==> src/sv/uart_bq_pkg.sv <==
// ----------------------------------------------------------------------------
// UART buffered queues package
// Operation, result and status codes, controller states and the control and
// flag structs shared between the ring and the top level.
// ----------------------------------------------------------------------------
package uart_bq_pkg;

	// Width of the burst limit register and the largest burst it may give.
	localparam int unsigned BURST_W   = 5;
	localparam int unsigned BURST_MAX = 16;

	typedef enum logic [1:0] {
		OP_PUT     = 2'd0,
		OP_GET     = 2'd1,
		OP_RX_BYTE = 2'd2,
		OP_TX_DONE = 2'd3
	} op_t;

	typedef enum logic [1:0] {
		KIND_STATUS = 2'd0,
		KIND_RX     = 2'd1,
		KIND_LINE   = 2'd2
	} kind_t;

	typedef enum logic [2:0] {
		STS_OK       = 3'd0,
		STS_TX_FULL  = 3'd1,
		STS_RX_EMPTY = 3'd2,
		STS_RX_DROP  = 3'd3,
		STS_TX_IDLE  = 3'd4
	} result_code_t;

	typedef enum logic [1:0] {
		S_IDLE   = 2'd0,
		S_DECIDE = 2'd1,
		S_READ   = 2'd2,
		S_EMIT   = 2'd3
	} state_t;

	// Requests from the controller to one ring.
	typedef struct packed {
		logic push;
		logic pop;
	} ring_ctrl_t;

	// Occupancy flags reported by one ring.
	typedef struct packed {
		logic empty;
		logic full;
	} ring_flags_t;

endpackage

==> src/sv/uart_bq_ram.sv <==
// ----------------------------------------------------------------------------
// Generic single-port-write RAM
// One write port and one read port; the read data is registered.
// ----------------------------------------------------------------------------
module uart_bq_ram #(
	parameter int unsigned WIDTH = 8,
	parameter int unsigned DEPTH = 64
) (
	input  logic                     clk,
	input  logic                     we,
	input  logic [$clog2(DEPTH)-1:0] waddr,
	input  logic [WIDTH-1:0]         wdata,
	input  logic                     re,
	input  logic [$clog2(DEPTH)-1:0] raddr,
	output logic [WIDTH-1:0]         rdata
);

	logic [WIDTH-1:0] mem_q [DEPTH];
	logic [WIDTH-1:0] rdata_q;

	// Write port.
	always_ff @(posedge clk) begin
		if (we) begin
			mem_q[waddr] <= wdata;
		end
	end

	// Registered read port.
	always_ff @(posedge clk) begin
		if (re) begin
			rdata_q <= mem_q[raddr];
		end
	end

	assign rdata = rdata_q;

endmodule

==> src/sv/uart_bq_ring.sv <==
// ----------------------------------------------------------------------------
// UART byte ring
// Read position, write position and fill count around one byte RAM. A pop
// issues the RAM read at the read position; the byte is valid in the cycle after.
// ----------------------------------------------------------------------------
module uart_bq_ring #(
	parameter int unsigned DEPTH = 64
) (
	input  logic                     clk,
	input  logic                     arst_n,
	input  uart_bq_pkg::ring_ctrl_t  ctrl,
	input  logic [7:0]               wdata,
	output uart_bq_pkg::ring_flags_t flags,
	output logic [7:0]               rdata
);
	import uart_bq_pkg::*;

	localparam int unsigned AW = $clog2(DEPTH);
	localparam int unsigned CW = $clog2(DEPTH + 1);

	logic [AW-1:0] rd_pos_q;
	logic [AW-1:0] wr_pos_q;
	logic [CW-1:0] count_q;

	// Advance a position, wrapping after the last entry.
	function automatic logic [AW-1:0] next_pos(input logic [AW-1:0] p);
		return (p == AW'(DEPTH - 1)) ? '0 : p + AW'(1);
	endfunction

	// Pointer and count update; the controller never pushes and pops together.
	always_ff @(posedge clk or negedge arst_n) begin
		if (!arst_n) begin
			rd_pos_q <= '0;
			wr_pos_q <= '0;
			count_q  <= '0;
		end else begin
			if (ctrl.push) begin
				wr_pos_q <= next_pos(wr_pos_q);
				count_q  <= count_q + CW'(1);
			end else if (ctrl.pop) begin
				rd_pos_q <= next_pos(rd_pos_q);
				count_q  <= count_q - CW'(1);
			end
		end
	end

	assign flags.empty = (count_q == '0);
	assign flags.full  = (count_q == CW'(DEPTH));

	uart_bq_ram #(
		.WIDTH(8),
		.DEPTH(DEPTH)
	) u_ram (
		.clk  (clk),
		.we   (ctrl.push),
		.waddr(wr_pos_q),
		.wdata(wdata),
		.re   (ctrl.pop),
		.raddr(rd_pos_q),
		.rdata(rdata)
	);

`ifndef NO_ASSERTIONS
	a_no_push_full: assert property (@(posedge clk) disable iff (!arst_n)
		ctrl.push |-> !flags.full)
		else $error("push into a full ring");
	a_no_pop_empty: assert property (@(posedge clk) disable iff (!arst_n)
		ctrl.pop |-> !flags.empty)
		else $error("pop from an empty ring");
`endif

endmodule

==> src/sv/uart_buffered_tx_rx_queues.sv <==
// ----------------------------------------------------------------------------
// UART buffered transmit and receive queues
// Transmit and receive byte rings with a controller that handles put, get,
// received-byte and transmit-complete requests.
// ----------------------------------------------------------------------------
// Usage:
//   Requests arrive on the in channel (operation, data_byte) under valid and
//   ready; results leave on the out channel (kind, data_out, status, last).
//   Every request gives one result, except a transmit-complete with queued
//   bytes, which gives one line byte per result up to the burst limit; last
//   marks the final result of a request.
//   One request is handled at a time. A request that needs no RAM read goes
//   through the decide and emit states before its result is registered at the
//   output; a get or a burst byte also goes through the read state, for the
//   registered read of the ring RAM. Each further byte of a burst goes through
//   the read and emit states again. in_ready is high only while the controller
//   is idle, so the next request is taken only once the controller returns there.
//   The result register is separate from the controller, so a new request is
//   taken while the previous final result waits to be transferred. When the
//   receiver stalls, the controller holds its next result until the output
//   register frees.
//   Reset empties both rings, marks the transmitter idle and sets the burst
//   limit to 16. Ring contents are not cleared and need no clearing pass.
//   cfg_wdata is written to the burst limit when cfg_we is high; 0 acts as 1
//   and values above 16 act as 16.
// ----------------------------------------------------------------------------
module uart_buffered_tx_rx_queues #(
	parameter int unsigned RING_DEPTH = 64
) (
	input  logic       clk,
	input  logic       arst_n,
	input  logic       in_valid,
	output logic       in_ready,
	input  logic [1:0] operation,
	input  logic [7:0] data_byte,
	output logic       out_valid,
	input  logic       out_ready,
	output logic [1:0] kind,
	output logic [7:0] data_out,
	output logic [2:0] status,
	output logic       last,
	input  logic       cfg_we,
	input  logic [4:0] cfg_wdata
);
	import uart_bq_pkg::*;

	state_t             state_q, state_d;
	op_t                op_q;
	logic [7:0]         byte_q;
	logic               tx_busy_q, tx_busy_d;
	logic [BURST_W-1:0] burst_lim_q;
	logic [BURST_W-1:0] burst_eff;
	logic [BURST_W-1:0] burst_cnt_q, burst_cnt_d;

	kind_t              res_kind_q, res_kind_d;
	logic [7:0]         res_data_q, res_data_d;
	result_code_t       res_status_q, res_status_d;
	logic               res_last_q, res_last_d;

	logic               out_valid_q;
	logic               out_load;
	kind_t              out_kind_q;
	logic [7:0]         out_data_q;
	result_code_t       out_status_q;
	logic               out_last_q;

	ring_ctrl_t         tx_ctrl, rx_ctrl;
	ring_flags_t        tx_flags, rx_flags;
	logic [7:0]         tx_rdata, rx_rdata;

	// Rings.
	uart_bq_ring #(.DEPTH(RING_DEPTH)) u_tx_ring (
		.clk   (clk),
		.arst_n(arst_n),
		.ctrl  (tx_ctrl),
		.wdata (byte_q),
		.flags (tx_flags),
		.rdata (tx_rdata)
	);

	uart_bq_ring #(.DEPTH(RING_DEPTH)) u_rx_ring (
		.clk   (clk),
		.arst_n(arst_n),
		.ctrl  (rx_ctrl),
		.wdata (byte_q),
		.flags (rx_flags),
		.rdata (rx_rdata)
	);

	// Burst limit register and its clamped value.
	always_ff @(posedge clk or negedge arst_n) begin
		if (!arst_n) begin
			burst_lim_q <= BURST_W'(BURST_MAX);
		end else if (cfg_we) begin
			burst_lim_q <= cfg_wdata;
		end
	end

	always_comb begin
		if (burst_lim_q == '0) begin
			burst_eff = BURST_W'(1);
		end else if (burst_lim_q > BURST_W'(BURST_MAX)) begin
			burst_eff = BURST_W'(BURST_MAX);
		end else begin
			burst_eff = burst_lim_q;
		end
	end

	assign in_ready = (state_q == S_IDLE);

	// Request capture.
	always_ff @(posedge clk) begin
		if (in_valid && in_ready) begin
			op_q   <= op_t'(operation);
			byte_q <= data_byte;
		end
	end

	// Controller state and control registers.
	always_ff @(posedge clk or negedge arst_n) begin
		if (!arst_n) begin
			state_q     <= S_IDLE;
			tx_busy_q   <= 1'b0;
			burst_cnt_q <= '0;
		end else begin
			state_q     <= state_d;
			tx_busy_q   <= tx_busy_d;
			burst_cnt_q <= burst_cnt_d;
		end
	end

	// Pending result held between the controller and the output register.
	always_ff @(posedge clk) begin
		res_kind_q   <= res_kind_d;
		res_data_q   <= res_data_d;
		res_status_q <= res_status_d;
		res_last_q   <= res_last_d;
	end

	// Next state, ring requests and the pending result.
	always_comb begin
		state_d      = state_q;
		tx_busy_d    = tx_busy_q;
		burst_cnt_d  = burst_cnt_q;
		res_kind_d   = res_kind_q;
		res_data_d   = res_data_q;
		res_status_d = res_status_q;
		res_last_d   = res_last_q;
		tx_ctrl      = '0;
		rx_ctrl      = '0;
		out_load     = 1'b0;

		unique case (state_q)
			S_IDLE: begin
				if (in_valid) begin
					state_d = S_DECIDE;
				end
			end
			S_DECIDE: begin
				// Status-only result unless a branch says otherwise.
				res_kind_d   = KIND_STATUS;
				res_data_d   = '0;
				res_status_d = STS_OK;
				res_last_d   = 1'b1;
				state_d      = S_EMIT;
				unique case (op_q)
					OP_PUT: begin
						if (!tx_busy_q) begin
							tx_busy_d  = 1'b1;
							res_kind_d = KIND_LINE;
							res_data_d = byte_q;
						end else if (tx_flags.full) begin
							res_status_d = STS_TX_FULL;
						end else begin
							tx_ctrl.push = 1'b1;
						end
					end
					OP_GET: begin
						if (rx_flags.empty) begin
							res_status_d = STS_RX_EMPTY;
						end else begin
							rx_ctrl.pop = 1'b1;
							state_d     = S_READ;
						end
					end
					OP_RX_BYTE: begin
						if (rx_flags.full) begin
							res_status_d = STS_RX_DROP;
						end else begin
							rx_ctrl.push = 1'b1;
						end
					end
					OP_TX_DONE: begin
						if (tx_flags.empty) begin
							tx_busy_d    = 1'b0;
							res_status_d = STS_TX_IDLE;
						end else begin
							tx_ctrl.pop = 1'b1;
							burst_cnt_d = BURST_W'(1);
							state_d     = S_READ;
						end
					end
					default: begin
						state_d = S_IDLE;
					end
				endcase
			end
			S_READ: begin
				// The ring byte popped in the previous cycle is now valid.
				res_status_d = STS_OK;
				if (op_q == OP_TX_DONE) begin
					res_kind_d = KIND_LINE;
					res_data_d = tx_rdata;
					res_last_d = (burst_cnt_q == burst_eff) || tx_flags.empty;
				end else begin
					res_kind_d = KIND_RX;
					res_data_d = rx_rdata;
					res_last_d = 1'b1;
				end
				state_d = S_EMIT;
			end
			S_EMIT: begin
				if (!out_valid_q || out_ready) begin
					out_load = 1'b1;
					if (res_last_q) begin
						state_d = S_IDLE;
					end else begin
						tx_ctrl.pop = 1'b1;
						burst_cnt_d = burst_cnt_q + BURST_W'(1);
						state_d     = S_READ;
					end
				end
			end
			default: begin
				state_d = S_IDLE;
			end
		endcase
	end

	// Output register.
	always_ff @(posedge clk or negedge arst_n) begin
		if (!arst_n) begin
			out_valid_q <= 1'b0;
		end else if (out_load) begin
			out_valid_q <= 1'b1;
		end else if (out_ready) begin
			out_valid_q <= 1'b0;
		end
	end

	always_ff @(posedge clk) begin
		if (out_load) begin
			out_kind_q   <= res_kind_q;
			out_data_q   <= res_data_q;
			out_status_q <= res_status_q;
			out_last_q   <= res_last_q;
		end
	end

	assign out_valid = out_valid_q;
	assign kind      = out_kind_q;
	assign data_out  = out_data_q;
	assign status    = out_status_q;
	assign last      = out_last_q;

`ifndef NO_ASSERTIONS
	a_status_no_data: assert property (@(posedge clk) disable iff (!arst_n)
		(out_valid && kind == KIND_STATUS) |-> data_out == 8'd0)
		else $error("status-only result carries data");
	a_data_ok: assert property (@(posedge clk) disable iff (!arst_n)
		(out_valid && kind != KIND_STATUS) |-> status == STS_OK)
		else $error("data result carries an error status");
	a_one_request: assert property (@(posedge clk) disable iff (!arst_n)
		(in_valid && in_ready) |=> !in_ready)
		else $error("second request taken while one is in progress");
	a_ring_exclusive: assert property (@(posedge clk) disable iff (!arst_n)
		!((tx_ctrl.push || tx_ctrl.pop) && (rx_ctrl.push || rx_ctrl.pop)))
		else $error("both rings accessed in one cycle");
`endif

endmodule

==> config.mk <==
export PLATFORM = sky130hd
export DESIGN_NAME = uart_buffered_tx_rx_queues
export DESIGN_NICKNAME = d
export VERILOG_FILES = /design/src/sv/uart_bq_pkg.sv /design/src/sv/uart_bq_ram.sv /design/src/sv/uart_bq_ring.sv /design/src/sv/uart_buffered_tx_rx_queues.sv
export SDC_FILE = /design/constraint.sdc
export NUM_CORES = 1
export LEC_CHECK = 0
export BUFFER_PORTS_ARGS = -buffer_cell sky130_fd_sc_hd__buf_2
export CORE_MARGIN = 10
export CORE_UTILIZATION = 40
export CTS_CLUSTER_SIZE = 16
export DETAILED_ROUTE_END_ITERATION = 6
export PLACE_DENSITY_LB_ADDON = 0.3
export SYNTH_ARGS = -nofsm -noshare
export SYNTH_HDL_FRONTEND = slang
export SYNTH_SLANG_ARGS = --single-unit
==> constraint.sdc <==
create_clock -name clk -period 5.1 [get_ports clk]
set_input_delay 0.255 -clock clk [delete_from_list [all_inputs] [get_ports clk]]
set_output_delay 0.255 -clock clk [all_outputs]
set_load 0.01 [all_outputs]
* Word level (Yosys, flattened, before mapping) *
Memory sizes are Yosys's and may differ from the RTL's. A register that Yosys moved wholly into a read port is not among the register bits.
Cells that the tools add are included.

storage, ports and cells
  flip-flop bits (word level) = 90
  bits in latches = 0
  bits in writable memories = 1024
  memory bits (read-only) = 0
  bits of input ports = 20
  output and inout bits = 16
  logic and storage cells = 137
  memories = 2

memory list
  name                   words  bits a word  rd ports  clocked after memory_dff  wr ports  RTL line           source
  u_rx_ring.u_ram.mem_q  64     8            1         1                         1         uart_bq_ram.sv:18  logic [WIDTH-1:0] mem_q [DEPTH];
  u_tx_ring.u_ram.mem_q  64     8            1         1                         1         uart_bq_ram.sv:18

operators by class
  add/subtract/negate cells = 9
  $mul = 0
  divide/modulo/power cells = 0
  magnitude comparators = 1
  equal/unequal tests = 19
  shift operators = 0
  muxes and demuxes = 63
  bitwise operators = 2
  reduce and logical (&&, ||, !) cells = 20

operator list
  cell                 count
  $mux 5               6
  $mux 7               4
  $mux 1               26
  $add 6x1->6 const B  4
  $eq 6x6->1 const B   4
  $mux 6               4
  $mux 8               3
  $mux 2               9
  $pmux 8 s2           1
  $add 7x1->7 const B  2
  $eq 7x7->1 const B   2
  $logic_not 7->1      2
  $sub 7x1->7 const B  2
  $ne 2x2->1 const B   6
  $pmux 3 s4           1
  $reduce_bool 2->1    6
  $pmux 5 s2           1
  $eq 2x2->1 const B   4
  $pmux 1 s2           4
  $pmux 2 s4           1
  $pmux 3 s2           1
  $reduce_and 2->1     3
  $add 5x1->5 const B  1
  $eq 5x5->1           1
  other kinds (12)     16

* Logic depth before layout (Yosys ltp) *
  word-level depth = 7
  mapped depth = 14
  depth with buffers taken out = 12

* By module *
From an unflattened synthesis, not the netlist that was laid out.

second synthesis, totals
  cell total of the unflattened synthesis = 2249
  area total of the unflattened synthesis = 44979.4 µm²

by module, submodules not included
  module                      times used  cells an instance  area each (µm²)  sequential area each (µm²)
  uart_bq_ram                 2           940                20246.9          15615.0
  uart_buffered_tx_rx_queues  1           167                2358.5           1492.7
  uart_bq_ring                2           101                1063.5           475.5

* Worst setup path before layout *
OpenSTA, ideal clock, no wires.

  kind = register to register
  start = register u_tx_ring.count_q[1]
  end = register u_tx_ring.count_q[5]
  library setup time = 125 ps
  arrival time = 2811 ps
  data required time = 4975 ps
  setup slack = 2164 ps
  cell stages (with the launch flop) = 13
  path buffers = 1
  path through = dfrtp_1 or4_4 or3_4 and2_4 buf_6 clkinv_4 ha_1 a21o_1 a21oi_1 o21bai_1 a21oi_1 xnor2_1 mux2_4

on the way
  cells in the longest elaborated chain, start to end = 6
  elaborated cells on any way between the ends = 14

RTL lines
  element                                             RTL line                           source
  start: declaration                                  uart_bq_ring.sv:23                 logic [CW-1:0] count_q;
  start signal: assignment                            uart_bq_ring.sv:39                 count_q <= count_q + CW'(1);
  start signal: assignment                            uart_bq_ring.sv:42                 count_q <= count_q - CW'(1);
  $eq 7x7->1                                          uart_bq_ring.sv:48                 assign flags.full = (count_q == CW'(DEPTH));
  $mux 1                                              uart_buffered_tx_rx_queues.sv:172  end else if (tx_flags.full) begin
  $mux 1                                              uart_buffered_tx_rx_queues.sv:168  if (!tx_busy_q) begin
  $mux 1                                              uart_buffered_tx_rx_queues.sv:166  unique case (op_q)
  $mux 1                                              uart_buffered_tx_rx_queues.sv:153  unique case (state_q)
  $mux 7 / $reduce_bool 2->1 (equally long branches)  n/a

Several ways; a longest one is shown, not always the timed one. The select of a mux whose other input is x is not followed.
A chain may end at the register's enable or synchronous reset.

* Worst setup path in the final report *
  start = register state_q[1]
  end = memory u_tx_ring.u_ram.mem_q[38][7], enable pin

on the way
  cells in the longest elaborated chain, start to end = 4

RTL lines
  element                       RTL line                           source
  start: declaration            uart_buffered_tx_rx_queues.sv:47   state_t state_q, state_d;
  start signal: assignment      uart_buffered_tx_rx_queues.sv:126  state_q <= state_d;
  $eq 2x1->1                    uart_buffered_tx_rx_queues.sv:153
  $mux 1                        uart_buffered_tx_rx_queues.sv:153
  $mux 1                        uart_bq_ram.sv:23                  if (we) begin
  $mux 1 (implied by the code)  uart_bq_ram.sv:24                  mem_q[waddr] <= wdata;
  end: declaration              uart_bq_ram.sv:18

No other way between the ends.

==> results by group <==
Outcome
  – Status: finished, final reports clean

Setup path
  – CP arrival: 4.34 ns
  – Cell mode on critical path: nor2_1
  – CP Class: reg -> reg
  – Top Family by Delay on Critical Path: simple AND/OR/NAND/NOR gates
  – Nature of the critical path startpoint: flip-flop
  – CP required: between 5 and 6 ns
  – WP buf/inv: 2
  – CP Cell Sequence: inv_1, ha_1, nor4bb_1, and2_4, clkinv_4, nor2_1, nand3_1, nor2_1
  – CP peak stage delay: 0.84 ns
  – Slowest-stage cell, CP: nor2_1
  – CP max FO: 12
  – Critical Path End Type: flip-flop

Logic synthesis
  – Register area share after synthesis: approximately three quarters
  – Ys Warns: 0
  – Post-synth EDFFs: 1,078
  – Cell variety after synth: 67
  – Asr flop ratio synth: 4.602%
  – Mapped cell area: 44,490 sq um
  – Synthesized flop and latch total: about 1,100
  – Mapped Nets: between 2,000 and 2,500
  – Ys flop type: edfxtp_1
  – Yosys top cell by area: edfxtp_1
  – Cells after Synth: approximately 2,300
  – Syn avg cell area: between 15 and 20 sq um
  – Share of the synthesized area in the top cell type: roughly 73%
  – Largest cells by area after synthesis: edfxtp_1, mux4_2, dfrtp_1, nor2_1, mux2i_1

Global routing
  – First-pass GRT wire length: around 150,000 microns
  – GRT Total Usage: between 10% and 20%
  – Number of global-route vias before repair: roughly 23,000
  – Grt ovf: 0
  – Largest net degree at the start of global routing: 130
  – Initial antenna violation count: 2

Cells and area
  – Most common cell after layout, fill and taps aside: edfxtp_1
  – Filler cells: about 9,300
  – Most frequent cells in the layout: edfxtp_1, mux4_2, nor2_1
  – Area growth, synth to finish: 12.67%
  – Ant diodes: 0
  – Nets: around 2,400
  – Layout cells sized above 1: about a fifth
  – Post-route insts no fill: between 3,000 and 4,000

STA
  – Worst Tran Pin Value: between 1 and 1.5 ns
  – Total negative slack: 0 ns
  – Min Tclk post-route: around 4.0 ns
  – RSZ-0062 raised after global routing: no
  – Final worst slack: about 1.1 ns
  – Hold Fails Final Rpt: 0
  – Clk_skew: ~0.024 ns
  – Fin. max-slew vios: 0
  – Max transition margin: approximately a third
  – Final setup fails: 0
  – Final period util: just under 80%
  – WHS: ~0.065 ns
  – Fmax: 0.2486 GHz

Floorplan
  – FP Rows: 122
  – # IOs: 36
  – Core Area: between 100,000 and 150,000 sq um
  – Initial core utilization: between 40% and 50%
  – Die Ht: between 300 and 400 microns
  – Die width: roughly 350 microns
  – DIE AREA: around 120,000 sq um

Drt
  – DRC Markers: 0
  – First drt pass iteration count: 6
  – WL final: between 90,000 and 100,000 microns
  – Routed len/inst: approximately 25 microns
  – Remaining antenna violation count after routing: 0
  – Vias after detailed routing: 21,760
  – Via-to-Cell Ratio: approximately 5.5
  – Iteration-0 DRC count of the detailed router: ~2,100

Clock network
  – TritonCTS Buffers: 107
  – CTS tree: yes
  – H-tree levels: 3
  – CTS Root Cell: clkbuf_16
  – CTS Sinks: roughly 1,100
  – Postcts setup bufs: 0
  – Clk pin slew, worst setup/hold paths: approximately 0.06 ns
  – Clk Latency, worst-skew pair: between 0.6 and 0.7 ns
  – Clk buf depth: 3

Placed design
  – Gpl congestion: about 0.85
  – Dpl ws: 1.085 ns
  – DP Cell Count: 3,716
  – Detail Placement HPWL: between 50,000 and 60,000 microns
  – Port Buffer Count: 35

Run
  – Max Cap Viol: 0

Hold path
  – Hold Path Class: in -> reg

Power and ir drop
  – LEAKAGE: 0.01574 uW
  – Worst ir drop on vdd: approximately 0.3 mV
  – Cell area power density: between 500 and 600 nW/um^2
[power by group]
group / switching [uW] / internal [uW]
combinational: 3350 / 2700
clock: 3400 / 4620
sequential: 647 / 10800
total: 7400 / 18200
[sequential cells by signal (all words and copies together), names as in the netlist, 6 cells and up]
register / count
u_rx_ring.wr_pos_q: 6
data_out: 8
res_data_q: 8
u_rx_ring.u_ram.rdata: 8
u_tx_ring.wr_pos_q: 6
u_tx_ring.u_ram.mem_q: 512
u_rx_ring.u_ram.mem_q: 512
u_tx_ring.rd_pos_q: 6
u_tx_ring.count_q: 7
u_rx_ring.rd_pos_q: 6
byte_q: 8
u_rx_ring.count_q: 7
u_tx_ring.u_ram.rdata: 8
[layout make-up]
| cell class | instances | area (sq um) | area share (%) |
|---|---|---|---|
| sequential | 1130 | 33690 | 67.22 |
| multi-input combinational | 1015 | 10230 | 20.42 |
| clock buffer | 135 | 2887 | 5.759 |
| tap | 1488 | 1862 | 3.714 |
| timing repair buffer | 90 | 728.2 | 1.453 |
| clock inverter | 65 | 664.4 | 1.325 |
| inverter | 14 | 57.56 | 0.1148 |
[synth_stat cells, drive strengths merged (12+ instances only)]
library cell and number:
ha 20, a21oi 24, mux2 27, dfrtp 51
inv 13, clkbuf 51, nor2 220, nor2b 15
o221ai 22, xnor2 18, o22ai 17, a221oi 12
o21ai 29, buf 73, edfxtp 1078, a22oi 45
nand2 92, mux4 234, mux2i 66, nand3 30
[metrics by stage]
step           total power, uW  cell area [sq um]  utilization [%]
2_1_floorplan            15800              44490                -
3_3_place_gp             17660              46360            41.95
3_5_place_dp             17770              46360            41.95
4_1_cts                  25780              50130            45.36
5_1_grt                  26600              50130            45.36
6_report                 25570              50130            45.36
[worst min-delay path: stages]
cell	delay, ns
buf_2	0.08
nand2b_1	0.26
nand2_1	0.10
[cells by family (layout without fill, tap and decap cells)]
logic type | count (synthesis) | in the layout | synth area share, %
mux | 327 | 327 | 14.03
flops | 1130 | 1130 | 75.69
fa+ha+maj | 22 | 22 | 0.6525
simple gates | 434 | 434 | 4.458
buf+inv | 138 | 304 | 1.336
xor+xnor | 25 | 25 | 0.4922
compound gates | 207 | 207 | 3.344
[worst paths after layout]
kind,start,end,slack (ns),cells past startpoint
setup / recovery,state_q[1],u_tx_ring.u_ram.mem_q[38][7],1.08,8
hold / removal,out_ready,out_valid,0.07,3
setup reg to reg,state_q[1],u_tx_ring.u_ram.mem_q[38][7],1.08,8
hold reg to reg,res_data_q[4],data_out[4],0.41,0
max in group asynchronous,arst_n,u_rx_ring.rd_pos_q[0],4.24,3
min in group asynchronous,arst_n,burst_lim_q[3],0.26,3
[repair_timing]
action | CTS | global route
hold buffers | 21 | 0
endpoints found under the hold margin | 66 | 0
gates resized for setup | 0 | 0
[routing by layer]
layer  GRT usage [%]  part of all wire [%]  up-vias
met5               0                     0        -
met4           5.367                   3.5        0
met3           2.642                   5.7      196
met2           26.31                    50      738
met1           20.59                    41    11370
li1                -                     -     9448
No activity file was read; power rests on OpenSTA's default activity.
